**src/sv/voronoi_color_mismatch_cost_core_defines.svh**
```systemverilog
// Assertion macros for the voronoi color mismatch cost core.
// Included by the files that carry concurrent assertions; no dependencies.
`ifndef VORONOI_COLOR_MISMATCH_COST_CORE_DEFINES_SVH
`define VORONOI_COLOR_MISMATCH_COST_CORE_DEFINES_SVH

// same-cycle implication
`define VCMC_ASSERT_IMP(label, clk, rst_n, ante, cons, msg) \
	label: assert property (@(posedge clk) disable iff (!rst_n) (ante) |-> (cons)) \
		else $error(msg);

// next-cycle implication
`define VCMC_ASSERT_NXT(label, clk, rst_n, ante, cons, msg) \
	label: assert property (@(posedge clk) disable iff (!rst_n) (ante) |=> (cons)) \
		else $error(msg);

`endif

```
**src/sv/vcmc_pkg.sv**
```systemverilog
// Shared types and constants of the voronoi color mismatch cost core.
// No dependencies; imported by vcmc_mul, vcmc_div and the top level.
`timescale 1ns / 1ps
package vcmc_pkg;

	typedef enum logic [1:0] {
		OP_LOAD   = 2'd0,
		OP_SAMPLE = 2'd1,
		OP_FINISH = 2'd2
	} op_t;

	localparam logic [1:0] REG_WEIGHTED = 2'd0;
	localparam logic [1:0] REG_CELLS    = 2'd1;
	localparam logic [1:0] REG_STRIDE   = 2'd2;
	localparam logic [1:0] REG_PIXELS   = 2'd3;

	localparam int COORD_W = 20;
	localparam int WGT_W   = 16;
	localparam int COLOR_W = 17;
	localparam int SAMP_W  = 12;
	localparam int ACC_W   = 41;
	localparam int CNT_W   = 24;
	localparam int DIST_W  = 43;
	localparam int CMP_W   = 75;
	localparam int DVD_W   = 55;
	localparam int DVS_W   = 25;
	localparam int MUL_W   = 32;
	localparam int ENTRY_W = 2 * COORD_W + WGT_W + COLOR_W;

	localparam logic [COLOR_W-1:0] ONE_Q16  = 17'd65536;
	localparam logic [COLOR_W-1:0] HALF_Q16 = 17'd32768;
	localparam logic [ACC_W-1:0]   ACC_MAX  = '1;
	localparam logic [CNT_W-1:0]   CNT_MAX  = '1;

endpackage

```
**src/sv/vcmc_mul.sv**
```systemverilog
// Shared 32x32 multiplier with registered product.
// Uses vcmc_pkg widths.
`timescale 1ns / 1ps
module vcmc_mul import vcmc_pkg::*; (
	input  logic                 clk,
	input  logic [MUL_W-1:0]     a,
	input  logic [MUL_W-1:0]     b,
	output logic [2*MUL_W-1:0]   prod_q
);
	always_ff @(posedge clk) begin
		prod_q <= a * b;
	end
endmodule

```
**config.mk**
```make
export PLATFORM = sky130hd
export DESIGN_NAME = vcmc_mul
export DESIGN_NICKNAME = d
export VERILOG_FILES = /design/src/sv/voronoi_color_mismatch_cost_core_defines.svh /design/src/sv/vcmc_pkg.sv /design/src/sv/vcmc_mul.sv
export SDC_FILE = /design/constraint.sdc
export NUM_CORES = 2
export LEC_CHECK = 0
export BUFFER_PORTS_ARGS = -buffer_cell sky130_fd_sc_hd__buf_2
export CAP_MARGIN = 10
export CORE_MARGIN = 2
export CORE_UTILIZATION = 46
export CTS_BUF_LIST = sky130_fd_sc_hd__clkbuf_4
export DETAILED_ROUTE_END_ITERATION = 10
export HOLD_SLACK_MARGIN = 0.15
export PLACE_DENSITY = 0.73
export SLEW_MARGIN = 20
export SYNTH_ARGS = -nofsm -noshare
export SYNTH_HDL_FRONTEND = slang
export SYNTH_SLANG_ARGS = --single-unit
```
**constraint.sdc**
```tcl
create_clock -name clk -period 15.5 [get_ports clk]
set_input_delay 0.775 -clock clk [delete_from_list [all_inputs] [get_ports clk]]
set_output_delay 0.775 -clock clk [all_outputs]
set_load 0.02 [all_outputs]
```
==> flow_summary.yaml <==
synth:
  synthCells: 3748
  yosysWarnings: 0
  yosysSeqAreaShare_pct: 3.69
  synth-edff-count: 0
  async_flop_share_pct: 0
  synth_ff_type: "dfxtp_1"
  synth_cell_types: 57
  synth.net_count: 4972
  postSynthAreaPerCell_um2: 9.25
  yosys_register_bits: 64
  syn_area_um2: 34700
critical_path:
  path_buf_inv: 6
  cp_slowest_stage_delay_ns: 0.58
  slowest_stage: "fa_1"
  endpoint_kind: "flip-flop"
  crit_fanout: 32
  cp_top_family: "adder cells"
  path_common_cell: "fa_1"
  cp.arrival_ns: 8.67
  worstSetupPathType: "primary input to flip-flop"
  cp_cell_sequence: "buf_2, nand2_1, fa_1, inv_1, fa_1, inv_1, fa_1, inv_1, fa_1, fa_1, fa_1, fa_1, inv_1, fa_1, inv_1, ha_1, nand4_1, or4_1, or3_1, a31oi_1, a31o_2, a211oi_1, o21ai_1, xor2_1"
  cp-start-kind: "primary input"
  crit_required_ns: 15.93
clocking:
  cts_tree: "built"
  cts_buffers: 9
  root_buffer: "clkbuf_4"
  cts_resized: 0
  clkTransAtPathRegs_ns: 0.15
  postCtsHoldBufs: 0
  post_cts_buffers: 0
  clk_path_buf_depth: 2
  htree_num_levels: 3
  clock_sinks: 64
global_routing:
  antenna_found_initial: 2
  overflow: 0
  track_usage_pct: 23.5
  grt_pass1_wl_um: 143000
  grt_pass1_vias: 27300
  grt_max_degree: 33
status:
  status: "finished, final reports clean"
sta:
  fin_crit_sh_pct: 53.2
  relSlewSlack_pct: 43.3
  finalMaxSlewViolations: 0
  fin_crit_ns: 8.24
  rsz0062_at_grt: "no"
  hold_viol: 0
  clock.fmax_mhz: 121
  tns_ns: 0
  tightestPinTransition_ns: 0.845
  setup_viol_count_final: 0
placed_design:
  numPortBuffers: 128
  dp_hpwl_um: 72100
  gp_congestion: 0.904
finish:
  layout.nets: 4894
  largest_register_ffs: 64
  layout-drive-gt1-share_pct: 4.44
  regMostFlops: "prod_q"
  reg_top3: "prod_q: 64 flops"
  syn_to_final_growth_pct: 3.45
floorplanning:
  fp.dieH_um: 279
  dieWidth_um: 279
  ios: 129
  die_area_um2: 77600
  rows: 100
  initial_utilization_pct: 46.5
  core_um2: 74600
drt:
  postRouteAntennaNets: 0
  finalWirelength_um: 87200
  post_drt_wl_per_cell_um: 18.8
  drc: 0
  vias: 24600
  drt_pass1_iterations: 5
  routed_via_density: 5.31
  drt-initial-drc-count: 1337
hold_path:
  min_path_type: "primary input to flip-flop"
job:
  drv_cap: 0
[metal layers]
metal | up-vias | GRT usage, % | share of wire [%]
li1 | 10700 | - | -
met1 | 12900 | 27.9 | 37
met2 | 817 | 41.4 | 52
met3 | 261 | 2.75 | 5.0
met4 | 2 | 13.7 | 6.9
met5 | - | 0 | 0.015
[synthesized netlist by cell type (2+ instances only)]
library cell / n / area, um^2
a211oi_1: 3 / 22.5
a21boi_1: 3 / 22.5
a21o_1: 40 / 300
a21oi_1: 63 / 315
a21oi_2: 3 / 26.3
a221o_1: 4 / 40.0
a221oi_4: 3 / 78.8
a311oi_1: 2 / 17.5
a31oi_1: 12 / 75.1
and2_1: 602 / 3770
and3_1: 14 / 87.6
and3b_1: 2 / 17.5
and4_1: 3 / 26.3
buf_2: 6 / 30.0
clkbuf_1: 213 / 800
dfxtp_1: 64 / 1280
fa_1: 896 / 17900
ha_1: 263 / 3290
inv_1: 865 / 3250
nand2_1: 480 / 1800
nand2b_1: 2 / 12.5
nand3_1: 10 / 50.1
nand4_1: 23 / 144
nor2_1: 20 / 75.1
nor2b_1: 2 / 12.5
nor3_1: 7 / 35.0
o211ai_1: 2 / 15.0
o21a_1: 9 / 67.6
o21ai_0: 21 / 105
o21ai_1: 5 / 25.0
o21bai_1: 10 / 75.1
o221a_2: 2 / 22.5
o221ai_1: 3 / 26.3
o31ai_1: 2 / 15.0
o31ai_4: 3 / 63.8
or2_2: 3 / 18.8
or3_1: 3 / 18.8
or4_1: 3 / 22.5
xnor2_1: 35 / 307
xor2_1: 25 / 219
[worst paths after layout]
check                 start          to  slack (ns)  cells after the start
worst max-delay path  a[25]  prod_q[62]        7.26                     24
worst min-delay path   a[0]   prod_q[0]        0.94                      2
[through the flow]
step / instance area [um^2] / worst slack (ns) / instances / utilization, % / hold WS (ns)
finish: 35900 / 7.26 / 4644 / 48.1 / 0.936
global placement: 35700 / 6.96 / 4628 / 47.9 / 1.19
CTS: 35900 / 7.39 / 4643 / 48.1 / 0.867
global route: 35900 / 6.87 / 4644 / 48.1 / 0.896
floorplan: 34700 / 7.97 / 3748 / - / 0.902
detailed placement: 35700 / 6.83 / 4628 / 47.9 / 1.19
[cells in the final DEF (no fill, tap or decap), types with 3 or more instances in the layout]
| cell type | instances |
|---|---|
| a31oi_1 | 12 |
| dfxtp_1 | 64 |
| nand2_1 | 480 |
| and3_1 | 14 |
| o21bai_1 | 10 |
| a211oi_1 | 3 |
| nor2_1 | 20 |
| a21boi_1 | 3 |
| xor2_1 | 25 |
| o31ai_4 | 3 |
| buf_2 | 128 |
| nand3_1 | 10 |
| a21oi_2 | 3 |
| a221o_1 | 4 |
| a21oi_1 | 63 |
| or2_2 | 3 |
| o21a_1 | 9 |
| clkbuf_4 | 9 |
| o221ai_1 | 3 |
| nand4_1 | 23 |
| and4_1 | 3 |
| o21ai_0 | 21 |
| inv_1 | 865 |
| a221oi_4 | 3 |
| nor3_1 | 7 |
| or3_1 | 3 |
| fa_1 | 896 |
| buf_4 | 3 |
| a21o_1 | 40 |
| and2_1 | 602 |
| ha_1 | 263 |
| o21ai_1 | 5 |
| xnor2_1 | 35 |
| or4_1 | 3 |
[cell type report]
class / instances / area (um^2)
Multi-Input combinational cell: 2599 / 29300
Inverter: 865 / 3250
Clock buffer: 9 / 67.6
Fill cell: 7038 / 38700
Tap cell: 969 / 1210
Sequential cell: 64 / 1280
Clock inverter: 6 / 85.1
Timing Repair Buffer: 131 / 663
Antenna cell: 1 / 2.50
[kinds of logic after synthesis]
family | count (synthesis) | synth area share, %
flops | 64 | 3.69
mux | 1 | 0.0289
buf+inv | 1085 | 11.8
simple gates | 1177 | 17.6
compound gates | 202 | 4.15
xor+xnor | 60 | 1.52
fa+ha+maj | 1159 | 61.2
Power is not shown: default switching activity piles up to over one toggle a cycle in this logic, so the estimate is an artifact.
