`src/sv/voronoi_color_mismatch_cost_core_defines.svh`:
```
// Assertion macros for the voronoi color mismatch cost core.
// Included by the files that carry concurrent assertions; no dependencies.
`ifndef VORONOI_COLOR_MISMATCH_COST_CORE_DEFINES_SVH
`define VORONOI_COLOR_MISMATCH_COST_CORE_DEFINES_SVH

// same-cycle implication
`define VCMC_ASSERT_IMP(label, clk, rst_n, ante, cons, msg) \
	label: assert property (@(posedge clk) disable iff (!rst_n) (ante) |-> (cons)) \
		else $error(msg);

// next-cycle implication
`define VCMC_ASSERT_NXT(label, clk, rst_n, ante, cons, msg) \
	label: assert property (@(posedge clk) disable iff (!rst_n) (ante) |=> (cons)) \
		else $error(msg);

`endif

```
`src/sv/vcmc_ram.sv`:
```
// Generic single-write, single-read RAM with registered read data.
// No dependencies.
`timescale 1ns / 1ps
module vcmc_ram #(
	parameter int WIDTH = 8,
	parameter int DEPTH = 16,
	localparam int AW = (DEPTH > 1) ? $clog2(DEPTH) : 1
) (
	input  logic             clk,
	input  logic             we,
	input  logic [AW-1:0]    waddr,
	input  logic [WIDTH-1:0] wdata,
	input  logic             re,
	input  logic [AW-1:0]    raddr,
	output logic [WIDTH-1:0] rdata
);
	logic [WIDTH-1:0] mem_q [DEPTH];

	always_ff @(posedge clk) begin
		if (we)
			mem_q[waddr] <= wdata;
		if (re)
			rdata <= mem_q[raddr];
	end
endmodule

```
`config.mk`:
```
export PLATFORM = sky130hd
export DESIGN_NAME = vcmc_ram
export DESIGN_NICKNAME = d
export VERILOG_FILES = /design/src/sv/voronoi_color_mismatch_cost_core_defines.svh /design/src/sv/vcmc_ram.sv
export SDC_FILE = /design/constraint.sdc
export NUM_CORES = 1
export LEC_CHECK = 0
export ABC_AREA = 1
export BUFFER_PORTS_ARGS = -buffer_cell sky130_fd_sc_hd__buf_2
export CAP_MARGIN = 40
export CORE_AREA = 3 3 107 109
export DETAILED_ROUTE_END_ITERATION = 8
export DIE_AREA = 0 0 110 112
export PLACE_DENSITY_LB_ADDON = 0.15
export SLEW_MARGIN = 20
export SYNTH_ARGS = -nofsm -noshare
export SYNTH_HDL_FRONTEND = slang
export SYNTH_SLANG_ARGS = --single-unit
```
`constraint.sdc`:
```
create_clock -name clk -period 2.45 [get_ports clk]
set_input_delay 0.1225 -clock clk [delete_from_list [all_inputs] [get_ports clk]]
set_output_delay 0.1225 -clock clk [all_outputs]
set_load 0.02 [all_outputs]
```
==> impl_metrics.ini, run 1 <==
[outcome]
status = finished clean

[floorplanning]
die_h_um = 112
die_x_um = 110
fp.dieArea_um2 = 12300
core-area_um2 = 10700
initial_utilization_pct = 54.7
std_cell_rows = 38
io_pins = 27

[cts]
cts_made_buffers = 17
clk_latency_ps = 520
clk_pin_slew_ps = 60
htree_levels = 4
cts_tree = done
clockBufferDepth = 2
ctsResizeCount = 0
root_buffer = clkbuf_8
clock_sinks = 136

[synthesis]
syn_nets = 570
synth_area_um2 = 5850
syn_avg_cell_area_um2 = 10.6
ys_types = 11
seq_area_frac_synth_pct = 69.8
yosysWarnings = 0
synth_cells = 551
yosys_register_bits = 136

[critical_path]
critPathRequiredTime_ps = 2720
path_cells = buf_2 -> inv_2 -> nand3_1 -> nand3_1 -> nand3_1 -> nand2_1
crit_top_cell = nand3_1
slowest_stage = buf_2
reg2reg_depth = 6
start_kind = input port
critical_path_class = input port to flop
critPathCaptureType = flop
rr_startpoint = mem_q[3][2]
regToRegEndpoint = rdata[2]
critPathMaxFanout = 33
crit_arrival_ps = 1770
crit_end = rdata[7]
cp_slowest_stage_delay_ps = 550
setup.worst_path.start = raddr[1]
r2r_slack_ps = 1250

[sta]
layout_setup_ws_ps = 950
relSlewSlack_pct = 45.2
skew_ps = 8.16
period_share_pct = 61.2
setup_viol = 0
hold_viol = 0
rsz0062_at_grt = no
fin_crit_ps = 1500
whs_ps = 16.1
max_slew.worst_pin.slew_ps = 819
maxSlewViolCount = 0
fmax_ghz = 0.667
final.setup.tns_ps = 0

[place]
globalplace.congestion = 0.818
place_hpwl_um = 7650
port_buffers = 26
dp_slack_ps = 463
dpl_cell_area_um2 = 6070

[finish]
ff_latch_area_um2 = 4080
area_growth_pct = 13.9
mostFrequentLayoutCells = 173 x nand2_1, 136 x edfxtp_1, 100 x inv_1
num-nets-final = 604
final_common_cell = nand2_1
fin_area_um2 = 6660
drive_gt1_share_pct = 10.7
multi_input_area_um2 = 1210
antennaDiodeCount = 0
fillers = 897

[run]
cap_violations = 0

[detailed_routing]
vias = 3885
dr.pass1.iters = 5
drtIter0Drc = 376
drc = 0
via_per_inst = 5.26
wl_um = 13000
wl_per_cell_um = 17.6
antenna_left = 0

[min_path]
hold_path.startpoint = wdata[4]
hold_path_class = input port to flop

[global_routing]
grt_pass1_wl_um = 20600
grt_usage_pct = 22.9
overflow = 0
grt_pass1_vias = 3790
grt_max_degree = 65
antenna_found_initial = 0

[power_and_ir_drop]
finalPower_mw = 5.37
p_switching_mw = 1.14
combPwrFrac_pct = 6.0
powerDensity_nw_per_um2 = 807
p_clk_share_pct = 45.0
intPower_mw = 4.24
sequentialPowerShare_pct = 49.1
p_leak_nw = 2.87
peakVddDrop_v = 0.000473
switching_share_pct = 21.1
-- synthesized netlist by cell type --
| library cell | instances | area share (%) |
|---|---|---|
| nand2_1 | 173 | 11 |
| edfxtp_1 | 136 | 70 |
| inv_1 | 100 | 6.4 |
| nand3_1 | 97 | 8.3 |
| nor2_1 | 17 | 1.1 |
| buf_2 | 13 | 1.1 |
| buf_6 | 6 | 1.2 |
| buf_4 | 4 | 0.51 |
| inv_2 | 2 | 0.13 |
| nand3b_1 | 2 | 0.26 |
| buf_1 | 1 | 0.064 |
-- how the worst min path moves through the flow --
stage | endpoint | slack [ps] | cells after the start
2_1_floorplan | mem_q[0][0] | 220 | 0
3_3_place_gp | rdata[2] | 500 | 1
6_report | mem_q[14][4] | 20 | 1
4_1_cts | mem_q[11][4] | 20 | 1
3_5_place_dp | rdata[2] | 500 | 1
5_1_grt | mem_q[11][4] | 20 | 1
-- timing repair --
action / in CTS / in global routing
setup buffers: 0 / 0
setup endpoints to repair: 0 / 0
hold endpoints to repair: 12 / 0
hold buffers: 2 / 0
-- cells by family after synthesis --
kind of cell / share of synthesized area [%]
DFF: 69.8
buffers and inverters: 9.39
and+or+nand+nor: 20.8
-- area by class of cell --
class	instances	area share, %
sequential	136	61.3
multi-input combinational	289	18.2
clock buffer	20	6.39
inverter	102	5.75
timing repair buffer	39	3.68
tap	140	2.63
clock inverter	12	1.99
-- power groups by stage --
stage | combinational [mW] | clock (mW) | sequential, mW
after CTS | 0.323 | 2.45 | 2.64
after detailed placement | 0.318 | 0 | 2.68
final | 0.321 | 2.41 | 2.64
after global placement | 0.312 | 0 | 2.68
after floorplan | 0.184 | 0 | 2.70
after global routing | 0.359 | 2.56 | 2.64
-- per-layer routing --
layer  vias up  share of wire, %  GRT usage (%)
met5         -                 0              0
met4         0               1.7           6.90
met3        20               8.7           5.62
met2       175                45           33.3
met1      1842                44           34.4
li1       1848                 -              -
-- stage by stage --
step,instances,utilization (%)
global placement,702,56.7
floorplan,551,-
detailed placement,703,56.8
global route,738,62.2
finish,738,62.2
CTS,737,62.2
-- state kept, by name, summed over array words and instances (netlist names) --
register	flops
rdata	8
mem_q	128
-- critical path: cells and delay by family --
family,cells,cell delay [ps]
buffers and inverters,2,1020
and+or+nand+nor,4,590
Note: power is estimated with default switching activity, not from simulation.
==> run 2: changes to the inputs <==
ABC_AREA = 0   (was 1)
CORE_AREA = 3 3 103 105   (was 3 3 107 109)
DIE_AREA = 0 0 106 108   (was 0 0 110 112)
clock period = 1.25 ns   (was 2.45 ns; I/O delays follow)
==> impl_metrics.ini, run 2 <==
[outcome]
status = finished, violations left
violations = setup timing

[cts]
clk_pin_slew_ps = 60
clock_sinks = 136
cts_tree = done
htree_levels = 4
cts_made_buffers = 17
root_buffer = clkbuf_8
clk_latency_ps = 510
clockBufferDepth = 2

[critical_path]
critPathMaxFanout = 1
critPathCaptureType = flop
crit_arrival_ps = 1690
critPathRequiredTime_ps = 1500
start_kind = flop
critical_path_class = flop to flop

[synthesis]
synth_top_cell_by_area = edfxtp_1
synth_cells = 229
yosysWarnings = 0
yosys_most_used_dff = edfxtp_1
ys_types = 18
synth.most_common_cell = edfxtp_1
synth_commonest_cells = 136 x edfxtp_1, 18 x mux4_2, 16 x a22oi_1
synth_edf_count = 136
synth_area_um2 = 5230
synth_top_area_share_pct = 78.1
ys_async_sr_fraction_pct = 0
seq_area_frac_synth_pct = 78.1
yosys_register_bits = 136
synth.area.top_cells = edfxtp_1 78%, mux4_2 7.8%, mux4_1 7.0%, a22oi_1 2.3%, nor2_1 0.93%
syn_avg_cell_area_um2 = 22.8
syn_nets = 248

[min_path]
hold_path_class = input port to flop

[finish]
area_growth_pct = 22.2
fin_area_um2 = 6390
fillers = 660
num-nets-final = 319
antennaDiodeCount = 0
drive_gt1_share_pct = 40.4
largest_register_ffs = 128
regMostFlops = mem_q
mostFrequentLayoutCells = 136 x edfxtp_1, 32 x mux4_2, 26 x buf_2
final_common_cell = edfxtp_1
reg.largest.list = mem_q: 128 flops, rdata: 8 flops

[sta]
rsz0062_at_grt = yes
fin_crit_ps = 1440
period_share_pct = 115
setup_viol = 8
max_slew.worst_pin.slew_ps = 851
relSlewSlack_pct = 43.2
layout_setup_ws_ps = -192
skew_ps = 5.09
fmax_ghz = 0.694
hold_viol = 0
maxSlewViolCount = 0

[global_routing]
overflow = 0
antenna_found_initial = 0
grt_pass1_wl_um = 15300
grt_max_degree = 19
grt_usage_pct = 19.2
grt_pass1_vias = 2621

[place]
port_buffers = 26
dp_slack_ps = -386
globalplace.congestion = 0.789
place_hpwl_um = 6070
dpl_cell_area_um2 = 5650

[power_and_ir_drop]
powerDensity_nw_per_um2 = 1680
p_leak_nw = 2.13
peakVddDrop_v = 0.000940

[detailed_routing]
dr.pass1.iters = 4
drtIter0Drc = 216
wl_per_cell_um = 22.2
drc = 0
via_per_inst = 5.56
vias = 2476
antenna_left = 0
wl_um = 9860

[floorplanning]
std_cell_rows = 36
fp.dieArea_um2 = 11400
die_x_um = 106
die_h_um = 108
initial_utilization_pct = 53.7
io_pins = 27
core-area_um2 = 9730

[run]
cap_violations = 0
[run 2: cells by family (layout without fill, tap and decap cells)]
| kind of cell | count (synthesis) | in the layout | share of synthesized area, % |
|---|---|---|---|
| buffers and inverters | 10 | 93 | 1.65 |
| flip-flops | 136 | 136 | 78.1 |
| AND/OR/NAND/NOR | 35 | 35 | 3.14 |
| AO/OA/AOI/OAI | 16 | 16 | 2.30 |
| multiplexers | 32 | 32 | 14.8 |
[run 2: metal layers]
layer,GRT usage (%),part of all wire (%),up-vias
met1,27.8,43,1263
met3,5.37,6.5,11
met2,28.3,49,87
met5,0,0,-
li1,-,-,1115
met4,7.77,2.0,0
[run 2: timing repair]
action,CTS,global route
pin swaps,1,3
endpoints found under the hold margin,136,0
hold buffers,9,0
gates resized for setup,5,4
endpoints found under the setup margin,8,8
setup buffers,0,0
[run 2: area by class of cell]
cell class / count / area, um2 / share of cell area [%]
Tap cell: 133 / 166 / 2.61
Clock buffer: 18 / 418 / 6.54
Clock inverter: 13 / 180 / 2.82
Timing Repair Buffer: 62 / 473 / 7.41
Sequential cell: 136 / 4080 / 63.9
Multi-Input combinational cell: 83 / 1060 / 16.7
[run 2: final timing paths]
| path | start | slack (ps) | end | cells past startpoint |
|---|---|---|---|---|
| worst min-delay path | waddr[0] | 130 | mem_q[4][5] | 3 |
| worst min register to register | mem_q[0][2] | 760 | rdata[2] | 3 |
| worst max register to register | mem_q[15][1] | -190 | rdata[1] | 3 |
| worst max-delay path | mem_q[15][1] | -190 | rdata[1] | 3 |
[run 2: power breakdown]
group	switching (mW)	leakage, nW	internal [mW]
Sequential	0.0246	1.24	5.14
Clock	1.76	0.278	3.21
Combinational	0.326	0.617	0.259
[run 2: worst max-delay path, stage by stage (launching register included)]
cell	delay [ps]
edfxtp_1	360
mux4_2	510
a22oi_1	240
nand2_1	80
[run 2: metrics by stage]
stage | hold WS [ps] | power, mW | TNS, ps | cells | utilization, %
global route | 129 | 11.0 | -1530 | 445 | 65.6
floorplan | 161 | 5.57 | -2510 | 229 | -
global placement | 427 | 5.79 | -4840 | 405 | 58.1
detailed placement | 425 | 5.80 | -5110 | 405 | 58.1
CTS | 103 | 10.8 | -1480 | 445 | 65.4
finish | 127 | 10.7 | -1300 | 445 | 65.6
